<file path="src/rtl/core/clbc_pkg.sv">
// clbc_pkg: shared types and constants of the character display bus controller
// no dependencies; used by the controller, the datapath and the top level
`default_nettype none

package clbc_pkg;

   // controller to datapath commands
   typedef struct packed {
      logic exec;     // run the accepted item this cycle
      logic respond;  // present the result this cycle
   } dp_cmd_type;

   // command port byte codes
   localparam logic [7:0] CMD_CLEAR        = 8'h01;
   localparam logic [7:0] CMD_HOME         = 8'h02;
   localparam logic [7:0] CMD_ENTRY_MASK   = 8'hFC;
   localparam logic [7:0] CMD_ENTRY_CODE   = 8'h04;
   localparam logic [7:0] CMD_DISP_MASK    = 8'hF8;
   localparam logic [7:0] CMD_DISP_CODE    = 8'h08;
   localparam logic [7:0] CMD_COUNT_UP_BIT = 8'h02;
   localparam logic [7:0] CMD_DISP_ON_BIT  = 8'h04;
   localparam logic [7:0] CMD_CURSOR_BIT   = 8'h02;
   localparam logic [7:0] CMD_CHAR_ADDR    = 8'h80;
   localparam logic [7:0] CMD_GLYPH_ADDR   = 8'h40;
   localparam logic [7:0] CHAR_ADDR_MASK   = 8'h7F;
   localparam logic [7:0] GLYPH_ADDR_MASK  = 8'h3F;

   localparam logic [7:0] SPACE_CHAR       = 8'h20;
   localparam logic [7:0] GLYPH_BLANK      = 8'h00;

   localparam logic       MODE_READ        = 1'b0;
   localparam logic       MODE_WRITE       = 1'b1;

   localparam logic       STATUS_OK        = 1'b0;
   localparam logic       STATUS_INVALID   = 1'b1;

   localparam logic [15:0] BASE_RESET      = 16'd192;

endpackage

`default_nettype wire

</file>
<file path="src/rtl/core/char_lcd_bus_controller_unit.sv">
// char_lcd_bus_controller_unit: top level of the character display bus controller
// depends on clbc_pkg, clbc_ctrl, clbc_datapath and clbc_ram
//
// usage:
//   request channel: drive req_mode, req_bus_address and req_write_data with
//   start high; the item is taken at the rising edge where start is high and
//   busy is low. busy is high while the result of an accepted item is presented.
//   result channel: rsp_valid is high for exactly one cycle, the cycle after
//   acceptance, with rsp_read_data, rsp_status, rsp_display_enabled and
//   rsp_cursor_enabled valid in that cycle. the receiver cannot stall it.
//   a new item is not taken while the result of the last one is presented.
//   the clear command does not walk the character memory: its per-entry
//   valid flags are dropped at once and unwritten character entries read
//   as spaces.
//   configuration: csr_write_enable with csr_write_data sets the command port
//   address; write it only while no item is in flight.
//   reset (synchronous, active high) sets the port address to 192, all
//   character bytes to spaces, all glyph bytes to zero, display on, cursor off.
`default_nettype none

module char_lcd_bus_controller_unit #(
   parameter int CHAR_DEPTH  = 80,
   parameter int GLYPH_DEPTH = 64
) (
   input  wire logic        clock,
   input  wire logic        reset,
   input  wire logic        start,
   output logic             busy,
   input  wire logic        req_mode,
   input  wire logic [15:0] req_bus_address,
   input  wire logic [7:0]  req_write_data,
   output logic             rsp_valid,
   output logic [7:0]       rsp_read_data,
   output logic             rsp_status,
   output logic             rsp_display_enabled,
   output logic             rsp_cursor_enabled,
   input  wire logic        csr_write_enable,
   input  wire logic [15:0] csr_write_data
);
   import clbc_pkg::*;

   dp_cmd_type cmd;

   clbc_ctrl u_ctrl (
      .clock (clock),
      .reset (reset),
      .start (start),
      .busy  (busy),
      .cmd   (cmd)
   );

   clbc_datapath #(
      .CHAR_DEPTH  (CHAR_DEPTH),
      .GLYPH_DEPTH (GLYPH_DEPTH)
   ) u_datapath (
      .clock               (clock),
      .reset               (reset),
      .cmd                 (cmd),
      .req_mode            (req_mode),
      .req_bus_address     (req_bus_address),
      .req_write_data      (req_write_data),
      .csr_write_enable    (csr_write_enable),
      .csr_write_data      (csr_write_data),
      .rsp_read_data       (rsp_read_data),
      .rsp_status          (rsp_status),
      .rsp_display_enabled (rsp_display_enabled),
      .rsp_cursor_enabled  (rsp_cursor_enabled)
   );

   assign rsp_valid = cmd.respond;

endmodule

`default_nettype wire

</file>
<file path="src/rtl/core/clbc_ram.sv">
// clbc_ram: generic single-port ram with registered read
// no dependencies
`default_nettype none

module clbc_ram #(
   parameter int WIDTH = 8,
   parameter int DEPTH = 64
) (
   input  wire logic                     clock,
   input  wire logic                     we,
   input  wire logic [$clog2(DEPTH)-1:0] addr,
   input  wire logic [WIDTH-1:0]         wdata,
   output logic      [WIDTH-1:0]         rdata
);

   logic [WIDTH-1:0] mem_ff [DEPTH];
   logic [WIDTH-1:0] rdata_ff;

   always_ff @(posedge clock) begin
      if (we) begin
         mem_ff[addr] <= wdata;
      end
      rdata_ff <= mem_ff[addr];
   end

   assign rdata = rdata_ff;

endmodule

`default_nettype wire

</file>
<file path="src/rtl/core/clbc_ctrl.sv">
// clbc_ctrl: item sequencer, an execute step then a result step
// depends on clbc_pkg
`default_nettype none

module clbc_ctrl (
   input  wire logic          clock,
   input  wire logic          reset,
   input  wire logic          start,
   output logic               busy,
   output clbc_pkg::dp_cmd_type cmd
);
   import clbc_pkg::*;

   localparam logic ST_IDLE = 1'b0;
   localparam logic ST_RESP = 1'b1;

   logic state_ff;
   logic state_in;

   always_comb begin
      state_in    = state_ff;
      cmd.exec    = 1'b0;
      cmd.respond = 1'b0;
      case (state_ff)
         ST_IDLE: begin
            if (start) begin
               cmd.exec = 1'b1;
               state_in = ST_RESP;
            end
         end
         ST_RESP: begin
            cmd.respond = 1'b1;
            state_in    = ST_IDLE;
         end
         default: state_in = ST_IDLE;
      endcase
   end

   always_ff @(posedge clock) begin
      if (reset) begin
         state_ff <= ST_IDLE;
      end else begin
         state_ff <= state_in;
      end
   end

   assign busy = (state_ff == ST_RESP);

endmodule

`default_nettype wire

</file>
<file path="src/rtl/core/clbc_datapath.sv">
// clbc_datapath: address decode, command execution, counter, flags and memories
// depends on clbc_pkg and clbc_ram
`default_nettype none

module clbc_datapath #(
   parameter int CHAR_DEPTH  = 80,
   parameter int GLYPH_DEPTH = 64
) (
   input  wire logic                 clock,
   input  wire logic                 reset,
   input  wire clbc_pkg::dp_cmd_type cmd,
   input  wire logic                 req_mode,
   input  wire logic [15:0]          req_bus_address,
   input  wire logic [7:0]           req_write_data,
   input  wire logic                 csr_write_enable,
   input  wire logic [15:0]          csr_write_data,
   output logic [7:0]                rsp_read_data,
   output logic                      rsp_status,
   output logic                      rsp_display_enabled,
   output logic                      rsp_cursor_enabled
);
   import clbc_pkg::*;

   localparam int CAW = $clog2(CHAR_DEPTH);
   localparam int GAW = $clog2(GLYPH_DEPTH);

   localparam logic [1:0] RD_ZERO    = 2'd0;
   localparam logic [1:0] RD_COUNTER = 2'd1;
   localparam logic [1:0] RD_CHAR    = 2'd2;
   localparam logic [1:0] RD_GLYPH   = 2'd3;

   // counter mod depth by repeated subtract; the user keeps depth at least 32 (unchecked here), so four steps cover 127
   function automatic logic [CAW-1:0] char_index(input logic [6:0] cnt);
      logic [7:0] v;
      v = {1'b0, cnt};
      for (int i = 0; i < 4; i++) begin
         if (v >= 8'(CHAR_DEPTH)) begin
            v = v - 8'(CHAR_DEPTH);
         end
      end
      return v[CAW-1:0];
   endfunction

   logic [15:0]            base_ff;
   logic [6:0]             counter_ff,   counter_in;
   logic                   glyph_sel_ff, glyph_sel_in;
   logic                   count_up_ff,  count_up_in;
   logic                   disp_ff,      disp_in;
   logic                   cursor_ff,    cursor_in;
   logic [CHAR_DEPTH-1:0]  char_valid_ff,  char_valid_in;
   logic [GLYPH_DEPTH-1:0] glyph_valid_ff, glyph_valid_in;
   logic [1:0]             rsel_ff,   rsel_in;
   logic                   rvalid_ff, rvalid_in;
   logic                   status_ff, status_in;

   logic                   cmd_hit;
   logic                   data_hit;
   logic [CAW-1:0]         cidx;
   logic [GAW-1:0]         gidx;
   logic                   char_we;
   logic                   glyph_we;
   logic [7:0]             char_q;
   logic [7:0]             glyph_q;

   assign cmd_hit  = (req_bus_address == base_ff);
   // base plus one is formed in 17 bits so a base at the top never matches
   assign data_hit = ({1'b0, req_bus_address} == ({1'b0, base_ff} + 17'd1));
   assign cidx     = char_index(counter_ff);
   assign gidx     = counter_ff[GAW-1:0];

   always_comb begin
      counter_in     = counter_ff;
      glyph_sel_in   = glyph_sel_ff;
      count_up_in    = count_up_ff;
      disp_in        = disp_ff;
      cursor_in      = cursor_ff;
      char_valid_in  = char_valid_ff;
      glyph_valid_in = glyph_valid_ff;
      rsel_in        = rsel_ff;
      rvalid_in      = rvalid_ff;
      status_in      = status_ff;
      char_we        = 1'b0;
      glyph_we       = 1'b0;

      if (cmd.exec) begin
         rsel_in   = RD_ZERO;
         rvalid_in = 1'b0;
         status_in = STATUS_OK;
         if (cmd_hit) begin
            if (req_mode == MODE_WRITE) begin
               if (req_write_data == CMD_CLEAR) begin
                  char_valid_in = '0;
                  counter_in    = '0;
                  glyph_sel_in  = 1'b0;
               end else if (req_write_data == CMD_HOME) begin
                  counter_in   = '0;
                  glyph_sel_in = 1'b0;
               end else if ((req_write_data & CMD_ENTRY_MASK) == CMD_ENTRY_CODE) begin
                  count_up_in = |(req_write_data & CMD_COUNT_UP_BIT);
               end else if ((req_write_data & CMD_DISP_MASK) == CMD_DISP_CODE) begin
                  disp_in   = |(req_write_data & CMD_DISP_ON_BIT);
                  cursor_in = |(req_write_data & CMD_CURSOR_BIT);
               end else if (|(req_write_data & CMD_CHAR_ADDR)) begin
                  counter_in   = 7'(req_write_data & CHAR_ADDR_MASK);
                  glyph_sel_in = 1'b0;
               end else if (|(req_write_data & CMD_GLYPH_ADDR)) begin
                  counter_in   = 7'(req_write_data & GLYPH_ADDR_MASK);
                  glyph_sel_in = 1'b1;
               end
            end else begin
               rsel_in = RD_COUNTER;
            end
         end else if (data_hit) begin
            if (req_mode == MODE_WRITE) begin
               if (glyph_sel_ff) begin
                  glyph_we             = 1'b1;
                  glyph_valid_in[gidx] = 1'b1;
               end else begin
                  char_we             = 1'b1;
                  char_valid_in[cidx] = 1'b1;
               end
            end else begin
               rsel_in   = glyph_sel_ff ? RD_GLYPH : RD_CHAR;
               rvalid_in = glyph_sel_ff ? glyph_valid_ff[gidx] : char_valid_ff[cidx];
            end
            counter_in = count_up_ff ? counter_ff + 7'd1 : counter_ff - 7'd1;
         end else begin
            status_in = STATUS_INVALID;
         end
      end
   end

   always_ff @(posedge clock) begin
      if (reset) begin
         base_ff        <= BASE_RESET;
         counter_ff     <= '0;
         glyph_sel_ff   <= 1'b0;
         count_up_ff    <= 1'b1;
         disp_ff        <= 1'b1;
         cursor_ff      <= 1'b0;
         char_valid_ff  <= '0;
         glyph_valid_ff <= '0;
         rsel_ff        <= RD_ZERO;
         rvalid_ff      <= 1'b0;
         status_ff      <= STATUS_OK;
      end else begin
         if (csr_write_enable) begin
            base_ff <= csr_write_data;
         end
         counter_ff     <= counter_in;
         glyph_sel_ff   <= glyph_sel_in;
         count_up_ff    <= count_up_in;
         disp_ff        <= disp_in;
         cursor_ff      <= cursor_in;
         char_valid_ff  <= char_valid_in;
         glyph_valid_ff <= glyph_valid_in;
         rsel_ff        <= rsel_in;
         rvalid_ff      <= rvalid_in;
         status_ff      <= status_in;
      end
   end

   clbc_ram #(.WIDTH(8), .DEPTH(CHAR_DEPTH)) u_char_ram (
      .clock (clock),
      .we    (char_we),
      .addr  (cidx),
      .wdata (req_write_data),
      .rdata (char_q)
   );

   clbc_ram #(.WIDTH(8), .DEPTH(GLYPH_DEPTH)) u_glyph_ram (
      .clock (clock),
      .we    (glyph_we),
      .addr  (gidx),
      .wdata (req_write_data),
      .rdata (glyph_q)
   );

   // entries never written since reset, or char entries since clear, read as their reset value
   always_comb begin
      case (rsel_ff)
         RD_COUNTER: rsp_read_data = {1'b0, counter_ff};
         RD_CHAR:    rsp_read_data = rvalid_ff ? char_q : SPACE_CHAR;
         RD_GLYPH:   rsp_read_data = rvalid_ff ? glyph_q : GLYPH_BLANK;
         default:    rsp_read_data = '0;
      endcase
      if (!cmd.respond) begin
         rsp_read_data = '0;
      end
   end

   assign rsp_status          = cmd.respond & status_ff;
   assign rsp_display_enabled = disp_ff;
   assign rsp_cursor_enabled  = cursor_ff;

endmodule

`default_nettype wire

</file>
<file path="config.mk">
export PLATFORM = sky130hd
export DESIGN_NAME = char_lcd_bus_controller_unit
export DESIGN_NICKNAME = d
export VERILOG_FILES = /design/src/rtl/core/clbc_pkg.sv /design/src/rtl/core/char_lcd_bus_controller_unit.sv /design/src/rtl/core/clbc_ram.sv /design/src/rtl/core/clbc_ctrl.sv /design/src/rtl/core/clbc_datapath.sv
export SDC_FILE = /design/constraint.sdc
export NUM_CORES = 1
export LEC_CHECK = 0
export BUFFER_PORTS_ARGS = -buffer_cell sky130_fd_sc_hd__clkbuf_2
export CAP_MARGIN = 30
export CORE_MARGIN = 2
export CORE_UTILIZATION = 24
export CTS_BUF_LIST = sky130_fd_sc_hd__clkbuf_8
export CTS_CLUSTER_SIZE = 20
export DETAILED_ROUTE_END_ITERATION = 6
export SLEW_MARGIN = 40
export SYNTH_ARGS = -nofsm -noshare
export SYNTH_HDL_FRONTEND = slang
export SYNTH_SLANG_ARGS = --single-unit
export TNS_END_PERCENT = 1
</file>
<file path="constraint.sdc">
create_clock -name clock -period 5.92 [get_ports clock]
set_input_delay 0.592 -clock clock [delete_from_list [all_inputs] [get_ports clock]]
set_output_delay 0.592 -clock clock [all_outputs]
set_load 0.1 [all_outputs]
</file>
# Word level (Yosys, flattened, before mapping)
# Memory sizes are Yosys's and may differ from the RTL's. A register that Yosys moved wholly into a read port is not among the register bits.
# Index checks and enable logic that the tools add are counted.
dict set report word_totals {
  output_inout_bits 13
  latch_bits 0
  mem_count 2
  wordCells 132
  regBits 176
  romBits 0
  ram_bits 1152
}
dict set report classes {
  reduce_logical 10
  n_addsub 7
  shifts 0
  eq_ne 18
  div_mod_pow 0
  n_bitwise 8
  order_cmp 8
  mul 0
  n_mux 67
}
# memory depth word_bits rd rd_ports_with_merged_regs wr line_no
set memory_table {}
lappend memory_table {u_datapath.u_char_ram.mem_ff 80 8 1 1 1 clbc_ram.sv:16} ;# logic [WIDTH-1:0] mem_ff [DEPTH];
lappend memory_table {u_datapath.u_glyph_ram.mem_ff 64 8 1 1 1 clbc_ram.sv:16}
# cell count
set ops {}
lappend ops {{80-bit 2-to-1 mux} 6}
lappend ops {{80-bit OR} 1}
lappend ops {{7-bit 2-to-1 mux} 11}
lappend ops {{64-bit OR} 1}
lappend ops {{8-bit 2-to-1 mux} 6}
lappend ops {{1-bit 2-to-1 mux} 35}
lappend ops {{8-bit by 7-bit >= comparator with 1-bit output (second input constant)} 3}
lappend ops {{8-bit case mux with 3 select lines} 1}
lappend ops {{6-bit AND reduction} 4}
lappend ops {{16-bit by 1-bit adder with 17-bit output (second input constant)} 1}
lappend ops {{16-bit by 17-bit == test with 1-bit output} 1}
lappend ops {{16-bit == test} 1}
lappend ops {{8-bit by 7-bit subtractor with 8-bit output (second input constant)} 2}
lappend ops {{8-bit by 1-bit == test with 1-bit output (second input constant)} 1}
lappend ops {{8-bit by 2-bit == test with 1-bit output (second input constant)} 1}
lappend ops {{7-bit by 8-bit less-than comparator with 1-bit output (second input constant)} 1}
lappend ops {{2-bit inequality test (second input constant)} 4}
lappend ops {{4-bit inequality test (second input constant)} 2}
lappend ops {{7-bit by 7-bit subtractor with 8-bit output (second input constant)} 1}
lappend ops {{7-bit by 1-bit adder with 7-bit output (second input constant)} 1}
lappend ops {{1-bit binary-select mux with 7-bit select} 1}
lappend ops {{1-bit demux with 7-bit select} 1}
lappend ops {{7-bit by 1-bit >= comparator with 1-bit output (second input constant)} 1}
lappend ops {{7-bit >= comparator (second input constant)} 1}
lappend ops {{other kinds (21)} 30}

# Depth between registers and ports, before layout
# Gate-level depths: netlist (run 1).
dict set report depth {
  ltp_word 17
  depth_mapped 23
  ltp_nobuf 19
}

# Modules after synthesis
# A second synthesis (run 1) with hierarchy kept.
dict set report hier_totals {
  hier_cells 3716
  hier_area_um2 55112.9
}
# module cells_per_inst instances area_per_inst_um2 seq_area_each_um2
set by_module_without_submodules {}
lappend by_module_without_submodules {{clbc_ram (u_datapath.u_char_ram)} 1452 1 25517.0 19378.6}
lappend by_module_without_submodules {{clbc_ram (u_datapath.u_glyph_ram)} 1171 1 20449.6 15534.9}
lappend by_module_without_submodules {clbc_datapath 1088 1 9092.5 3503.4}
lappend by_module_without_submodules {clbc_ctrl 5 1 53.8 20.0}

# Worst setup path before layout (run 1)
# No wires, ideal clock.
dict set report synth_path {
  path_kind {register -> register}
  from {reg u_datapath.counter_ff[5]}
  to {mem u_datapath.u_char_ram.mem_ff[56][0] (enable)}
  setup_ns 0.370
  n_path_buf 4
  arrival_time_ns 4.350
  required_ns 5.550
  stages_incl_launch_ff 21
  synth_period_minus_slack_ns 4.720
  slack_ns 1.200
  cell_sequence {dfxtp_1 > clkbuf_1 > inv_2 > ha_1 > nor2b_1 > clkbuf_1 > a32o_1 > nor3_1 > nand2b_1 > o21ai_0 > a22oi_1 > o21ai_0 > ha_1 > nand3_1 > a311oi_1 > a22oi_1 > nand2_1 > clkbuf_1 > clkbuf_1 > nand2_1 > nor2_1}
}
dict set report synth_between {
  elab_chain_cells 8
  elab_cells_between_ends 12
}
# item line_no
set synth_lines {}
lappend synth_lines {{start: declaration} clbc_datapath.sv:45} ;# logic [6:0] counter_ff, counter_in;
lappend synth_lines {{start signal: assignment} clbc_datapath.sv:150} ;# counter_ff <= counter_in;
lappend synth_lines {{7-bit by 7-bit subtractor with 8-bit output / 7-bit >= comparator (equally long branches)} {clbc_datapath.sv:38, clbc_datapath.sv:37}}
lappend synth_lines {{8-bit 2-to-1 mux *} clbc_datapath.sv:37} ;# if (v >= 8'(CHAR_DEPTH)) begin
lappend synth_lines {{8-bit by 7-bit subtractor with 8-bit output / 8-bit by 7-bit >= comparator with 1-bit output (equally long branches)} {clbc_datapath.sv:38, clbc_datapath.sv:37}}
lappend synth_lines {{8-bit 2-to-1 mux *} clbc_datapath.sv:37}
lappend synth_lines {{8-bit by 7-bit subtractor with 8-bit output / 8-bit by 7-bit >= comparator with 1-bit output (equally long branches)} {clbc_datapath.sv:38, clbc_datapath.sv:37}}
lappend synth_lines {{8-bit 2-to-1 mux *} clbc_datapath.sv:37}
lappend synth_lines {{7-bit subtractor / 8-bit by 7-bit >= comparator with 1-bit output (equally long branches)} {clbc_datapath.sv:38, clbc_datapath.sv:37}}
lappend synth_lines {{7-bit 2-to-1 mux *} clbc_datapath.sv:37}
lappend synth_lines {{end: declaration} clbc_ram.sv:16}
# Mark *: on every way between the ends. The rest lies on a longest branch, timed or not.

# Worst setup path after layout (run 1)
dict set report layout_path {
  from {reg u_datapath.counter_ff[5]}
  to {mem u_datapath.u_char_ram.mem_ff[67][3] (enable)}
}
# Same word-level chain as after synthesis.

==> impl_metrics.ini, run 1 <==
[clock_network]
cts_tree = done
post_cts_buffers = 0
cts_max_path_buffers = 3
clkSinkCount = 1344
clk_latency_ns = 0.96
cts_max_level = 4
root_buffer = clkbuf_8
cts_buffers = 208
clk_pin_slew_ns = 0.06

[floorplanning]
fp.dieH_um = 473
io_pins = 58
initial_core_util = 0.241
die_w_um = 473
rows = 172
core_area_um2 = 219000
die_area_um2 = 224000

[routing]
wl_per_cell_um = 24.2
antenna_left = 0
dr_total_vias = 35409
finalWirelength_um = 168000
vias_per_cell = 5.08
dr.pass1.iters = 6
drcViolationCount = 0
drtIter0Drc = 5120

[pwr]
pwr-share-seq = 0.565
internal_power_mw = 14.1
p_leak_nw = 18.9
total_power_mw = 18.2
power.switching_mw = 4.09
power_density_nw_per_um2 = 295
ir_drop_mv = 0.180
sw_frac_of_total = 0.225
p_comb_frac = 0.017
clkPwrFrac = 0.417

[sta]
fin_crit_ns = 5.64
rsz0062_at_grt = true
slew_viol_final = 0
hold_viol_final = 0
finalCritPeriodShare = 0.953
worst_pin_slew_ns = 0.899
finalSetupViolCount = 0
fmax_ghz = 0.177
clock_skew_ns = 0.0559
relSlewSlack = 0.396
holdWs_ns = 0.122

[cells_and_area]
syn2layout_area_growth_pct = 16.9
drive_gt1_frac = 0.157
most-common-layout-cells = edfxtp_1, nand2_1, clkbuf_8
fill_cells = 21989
final_common_cell = edfxtp_1
nNetsFinal = 3972

[logic_synthesis]
syn-num-nets = 3746
ys_types = 82
async_reset_ff_frac = 0
post_synth_instance_area_um2 = 52800
avgSynthCellArea_um2 = 14.3
synth_ff_type = edfxtp_1
ys_warn_count = 0
seq_area_frac_synth = 0.728
synth_edf_count = 1152
synthCells = 3687
ys_ff_latch = 1344

[global_routing]
antenna_found_initial = 6
grt_pass1_wl_um = 242000
grt_use_total = 0.145
overflow = 0
grt_pass1_vias = 34342
grt_max_degree = 114

[worst_setup_path]
cp-start-kind = register
arrival_ns = 6.21
required_ns = 6.49
end_kind = register
crit_fanout = 12
critical_path_class = register to register

[run_status]
status = complete, no violations

[placement]
gp_congestion = 0.922
dp_hpwl_um = 100000
io_buffers = 57

[worst_hold_path]
hold_class = input pin to register

[run]
maxCapViolCount = 0
==> kinds of logic after synthesis <==
group / after synthesis / synth area share
AO/OA/AOI/OAI: 988 / 0.128
buffers and inverters: 338 / 0.0247
AND/OR/NAND/NOR: 787 / 0.0695
adder cells (fa/ha/maj): 15 / 0.00365
XOR/XNOR: 32 / 0.00531
flip-flops: 1344 / 0.728
multiplexers: 183 / 0.0410
==> power by group through the flow <==
stage / Clock (mW) / Combinational [mW] / Sequential (mW)
floorplan: 0 / 0.0830 / 10.5
global placement: 0 / 0.295 / 10.5
detailed placement: 0 / 0.301 / 10.5
CTS: 7.68 / 0.311 / 10.3
global route: 8.10 / 0.331 / 10.3
finish: 7.59 / 0.313 / 10.3
==> worst max-delay path, stage by stage (launching register included) <==
cell	delay (ns)
dfxtp_1	0.31
inv_2	0.20
ha_1	0.27
nor2b_1	0.56
a21oi_1	0.15
o22ai_1	0.36
nand2b_1	0.19
o21ai_0	0.08
a22oi_1	0.19
o21ai_0	0.14
ha_1	0.22
nand3_1	0.13
a311oi_1	0.11
a22oi_1	0.23
and2_1	0.69
nand4_1	0.68
nor2_1	0.75
==> cell type report <==
class / instances / area (um^2) / area share
sequential: 1344 / 38500 / 0.623
multi-input combinational: 2005 / 13200 / 0.214
tap: 2871 / 3590 / 0.0582
clock buffer: 209 / 2880 / 0.0466
timing repair buffer: 270 / 2120 / 0.0344
clock inverter: 178 / 1140 / 0.0185
inverter: 84 / 315 / 0.00511
antenna: 3 / 7.51 / 0.000122
==> cells in the mapped netlist (4+ instances only) <==
| library cell | n | share of area |
|---|---|---|
| nor3_1 | 103 | 0.0098 |
| xor2_1 | 13 | 0.0022 |
| a21oi_1 | 185 | 0.018 |
| nor3b_1 | 6 | 0.00085 |
| a21o_1 | 5 | 0.00071 |
| and2_1 | 11 | 0.0013 |
| nor2b_1 | 9 | 0.0011 |
| nand3b_1 | 7 | 0.00099 |
| o21ai_0 | 197 | 0.019 |
| mux2i_1 | 125 | 0.024 |
| o211ai_1 | 26 | 0.0037 |
| nand4_1 | 62 | 0.0073 |
| ha_1 | 13 | 0.0031 |
| mux4_2 | 23 | 0.0098 |
| or3b_2 | 4 | 0.00066 |
| a22o_1 | 63 | 0.010 |
| nor2_1 | 202 | 0.014 |
| o22ai_1 | 44 | 0.0052 |
| dfxtp_1 | 192 | 0.073 |
| clkbuf_1 | 185 | 0.013 |
| nand3_1 | 83 | 0.0079 |
| nor3_2 | 4 | 0.00076 |
| a222oi_1 | 6 | 0.0011 |
| nor4_1 | 9 | 0.0011 |
| inv_1 | 80 | 0.0057 |
| xnor2_1 | 19 | 0.0032 |
| edfxtp_1 | 1152 | 0.65 |
| a221oi_1 | 97 | 0.016 |
| nand2_1 | 245 | 0.017 |
| buf_1 | 43 | 0.0031 |
| a221o_1 | 7 | 0.0013 |
| a32oi_1 | 12 | 0.0020 |
| a2111oi_0 | 7 | 0.0012 |
| and3_1 | 10 | 0.0012 |
| a211oi_1 | 17 | 0.0024 |
| o31ai_1 | 4 | 0.00057 |
| mux2_2 | 35 | 0.0075 |
| buf_2 | 24 | 0.0023 |
| a311oi_1 | 5 | 0.00083 |
| a31oi_1 | 22 | 0.0026 |
| o221ai_1 | 4 | 0.00066 |
| a22oi_1 | 189 | 0.027 |
| o32ai_1 | 66 | 0.011 |
| o2111ai_1 | 6 | 0.00099 |
| nand2b_1 | 14 | 0.0017 |
==> registers in the layout, indices dropped and copies added, names as in the netlist <==
signal,flops
u_datapath.u_glyph_ram.mem_ff,512
u_datapath.char_valid_ff,80
u_datapath.status_ff,1
u_datapath.glyph_sel_ff,1
u_datapath.counter_ff,7
u_datapath.count_up_ff,1
u_datapath.u_glyph_ram.rdata,8
u_datapath.rsel_ff,2
u_datapath.glyph_valid_ff,64
u_datapath.base_ff,16
u_datapath.rvalid_ff,1
u_datapath.u_char_ram.mem_ff,640
u_datapath.rsp_display_enabled,1
u_ctrl.busy,1
u_datapath.rsp_cursor_enabled,1
u_datapath.u_char_ram.rdata,8
==> through the flow <==
step / TNS, ns / cell area, um^2 / cells / util / worst slack (ns)
5_1_grt: -1.90 / 61700 / 6962 / 0.282 / -0.0500
2_1_floorplan: 0 / 52800 / 3687 / - / 1.20
3_5_place_dp: 0 / 57500 / 6557 / 0.262 / 0.435
4_1_cts: 0 / 61700 / 6961 / 0.281 / 0.464
3_3_place_gp: 0 / 57400 / 6555 / 0.262 / 0.434
6_report: 0 / 61700 / 6964 / 0.282 / 0.276
==> per-layer routing <==
layer	part of all wire	routed length [um]	vias up	track usage
li1	-	-	15023	-
met1	0.42	70400	17865	0.201
met2	0.45	75400	2208	0.222
met3	0.10	17500	307	0.0330
met4	0.029	4870	6	0.0487
met5	0.00023	38	-	0
==> final timing paths <==
| kind | slack, ns | start | end | cells after the start |
|---|---|---|---|---|
| worst max-delay path | 0.28 | u_datapath.counter_ff[5] | u_datapath.u_char_ram.mem_ff[67][3] | 16 |
| worst min-delay path | 0.12 | req_mode | u_datapath.rsel_ff[1] | 4 |
| worst max register to register | 0.28 | u_datapath.counter_ff[5] | u_datapath.u_char_ram.mem_ff[67][3] | 16 |
| worst min register to register | 0.45 | u_datapath.char_valid_ff[36] | u_datapath.char_valid_ff[36] | 2 |
==> repair_timing <==
action / 4_1_cts / 5_1_grt
setup endpoints to repair: 0 / 74
hold endpoints to repair: 33 / 0
hold buffers: 17 / 0
resized for setup: 0 / 1
Note: power is estimated with default switching activity, not from simulation.
==> run 2: changes to the inputs <==
==> constraint.sdc (replaced) <==
create_clock -name clock -period 6.6 [get_ports clock]
set_input_delay 0.66 -clock clock [delete_from_list [all_inputs] [get_ports clock]]
set_output_delay 0.66 -clock clock [all_outputs]
set_load 0.1 [all_outputs]
==> impl_metrics.ini, run 2 (same netlist as run 1, synthesis figures left out) <==
[sta]
finalSetupViolCount = 0
hold_viol_final = 0
finalCritPeriodShare = 0.893
rsz0062_at_grt = false
relSlewSlack = 0.405
clock_skew_ns = 0.0469
setup-tns-final_ns = 0
worst_pin_slew_ns = 0.886
fin_crit_ns = 5.89
slew_viol_final = 0
fmax_ghz = 0.170

[clock_network]
clk_pin_slew_ns = 0.07
cts_resized = 0
root_buffer = clkbuf_8
cts_tree = done
cts_max_path_buffers = 3
clkSinkCount = 1344
cts_max_level = 4
clk_latency_ns = 0.92
cts_buffers = 204

[global_routing]
grt_max_degree = 145
grt_use_total = 0.145
grt_pass1_wl_um = 243000
antenna_found_initial = 7
grt_pass1_vias = 33872
overflow = 0

[cells_and_area]
reg_top3 = u_datapath.u_char_ram.mem_ff x640, u_datapath.u_glyph_ram.mem_ff x512, u_datapath.char_valid_ff x80
largest_reg_flops = 640
final_common_cell = edfxtp_1
postLayoutCellArea_um2 = 61500
most-common-layout-cells = edfxtp_1, nand2_1, clkbuf_8
fill_cells = 21979
nNetsFinal = 3902
top_register = u_datapath.u_char_ram.mem_ff
syn2layout_area_growth_pct = 16.5
drive_gt1_frac = 0.155

[worst_setup_path]
worstPathCellList = inv_2, ha_1, nor2b_1, a211oi_1, nor3_1, nand2b_1, o21ai_0, a22oi_1, o21ai_0, ha_1, nand4_1, a32oi_1, a31o_2, nand2_1, nand4_1, nor2_1
critical_path_class = register to register
required_ns = 7.12
crit_family = simple AND/OR/NAND/NOR gates
critPathMaxStageDelay_ns = 0.82
path_buf_inv = 1
arrival_ns = 6.41
cp-start-kind = register
end_kind = register
crit_fanout = 12
cpMaxStageDelayCell = nor2_1

[run_status]
status = finished with violations
violations = design-rule violations

[floorplanning]
core_area_um2 = 219000
initial_core_util = 0.241
die_w_um = 473
fp.dieH_um = 473
die_area_um2 = 224000
rows = 172
io_pins = 58

[routing]
dr_total_vias = 35293
finalWirelength_um = 169000
antenna_left = 0
drtIter0Drc = 5163
drcViolationCount = 3
dr.pass1.iters = 7
vias_per_cell = 5.13
wl_per_cell_um = 24.6

[placement]
io_buffers = 57
dp_hpwl_um = 98800
placed_area_um2 = 57200
gp_congestion = 0.914

[pwr]
power_density_nw_per_um2 = 267
ir_drop_mv = 0.191
p_leak_nw = 18.7

[run]
maxCapViolCount = 0

[worst_hold_path]
hold_class = input pin to register
[run 2: cell count changes in the layout (fill, tap and decap cells not counted), moves of 2 or more]
cell / delta
nand2_1: -2
nand2_2: +2
clkinv_2: -11
nor3_2: +32
nor3_4: +8
clkbuf_8: +7
inv_16: -2
buf_4: -65
inv_12: +2
inv_1: +4
clkinv_4: +3
clkinv_1: -19
nor3_1: -40
[run 2: layer usage]
layer	share of wire	GRT usage	vias to the layer above
met3	0.11	0.0349	337
met2	0.44	0.216	2353
met1	0.42	0.205	17699
li1	-	-	14898
met4	0.030	0.0522	6
met5	0.00018	0	-
[run 2: timing repair]
item                                   4_1_cts  5_1_grt
setup endpoints to repair                    0        0
hold buffers                                16        0
endpoints found under the hold margin       16        0
setup buffers                                0        0
[run 2: power by group]
part / switching, mW / total, mW / internal, mW
Sequential: 0.0113 / 9.22 / 9.21
Combinational: 0.226 / 0.285 / 0.0587
Clock: 3.43 / 6.90 / 3.47
[run 2: path summary, 6_finish.rpt]
| kind | slack [ns] | endpoint | startpoint | cells past startpoint |
|---|---|---|---|---|
| worst min-delay path | 0.18 | u_datapath.u_char_ram.mem_ff[8][1] | req_write_data[1] | 1 |
| worst max register to register | 0.71 | u_datapath.u_char_ram.mem_ff[9][2] | u_datapath.counter_ff[5] | 16 |
| worst min register to register | 0.45 | u_datapath.char_valid_ff[0] | u_datapath.char_valid_ff[0] | 2 |
| worst max-delay path | 0.71 | u_datapath.u_char_ram.mem_ff[9][2] | u_datapath.counter_ff[5] | 16 |
[run 2: layout make-up]
cell class / instances / area [um^2] / area share
flip-flops and latches: 1344 / 38500 / 0.625
multi-input cells: 2005 / 13500 / 0.219
well taps: 2871 / 3590 / 0.0584
clock buffers: 216 / 2970 / 0.0483
repair buffers: 204 / 1630 / 0.0265
clock inverters: 156 / 1070 / 0.0174
inverters: 84 / 315 / 0.00512
diodes: 4 / 10.0 / 0.000163
[run 2: worst register-to-register path, cell delays in order, from the launching register on]
cell and delay (ns):
dfxtp_1 0.32, inv_2 0.21, ha_1 0.32, nor2b_1 0.61
a211oi_1 0.26, nor3_1 0.43, nand2b_1 0.13, o21ai_0 0.21
a22oi_1 0.12, o21ai_0 0.14, ha_1 0.30, nand4_1 0.11
a32oi_1 0.12, a31o_2 0.26, nand2_1 0.42, nand4_1 0.72
nor2_1 0.83
[run 2: metrics by stage]
step	utilization	total power, mW	worst slack [ns]	hold slack (ns)	instances
3_3_place_gp	0.260	9.67	1.10	0.428	6489
4_1_cts	0.280	16.5	0.995	0.0679	6879
2_1_floorplan	-	9.48	1.88	0.420	3687
3_5_place_dp	0.261	9.68	1.03	0.439	6491
6_report	0.281	16.4	0.708	0.180	6884
5_1_grt	0.281	16.8	0.373	0.132	6882
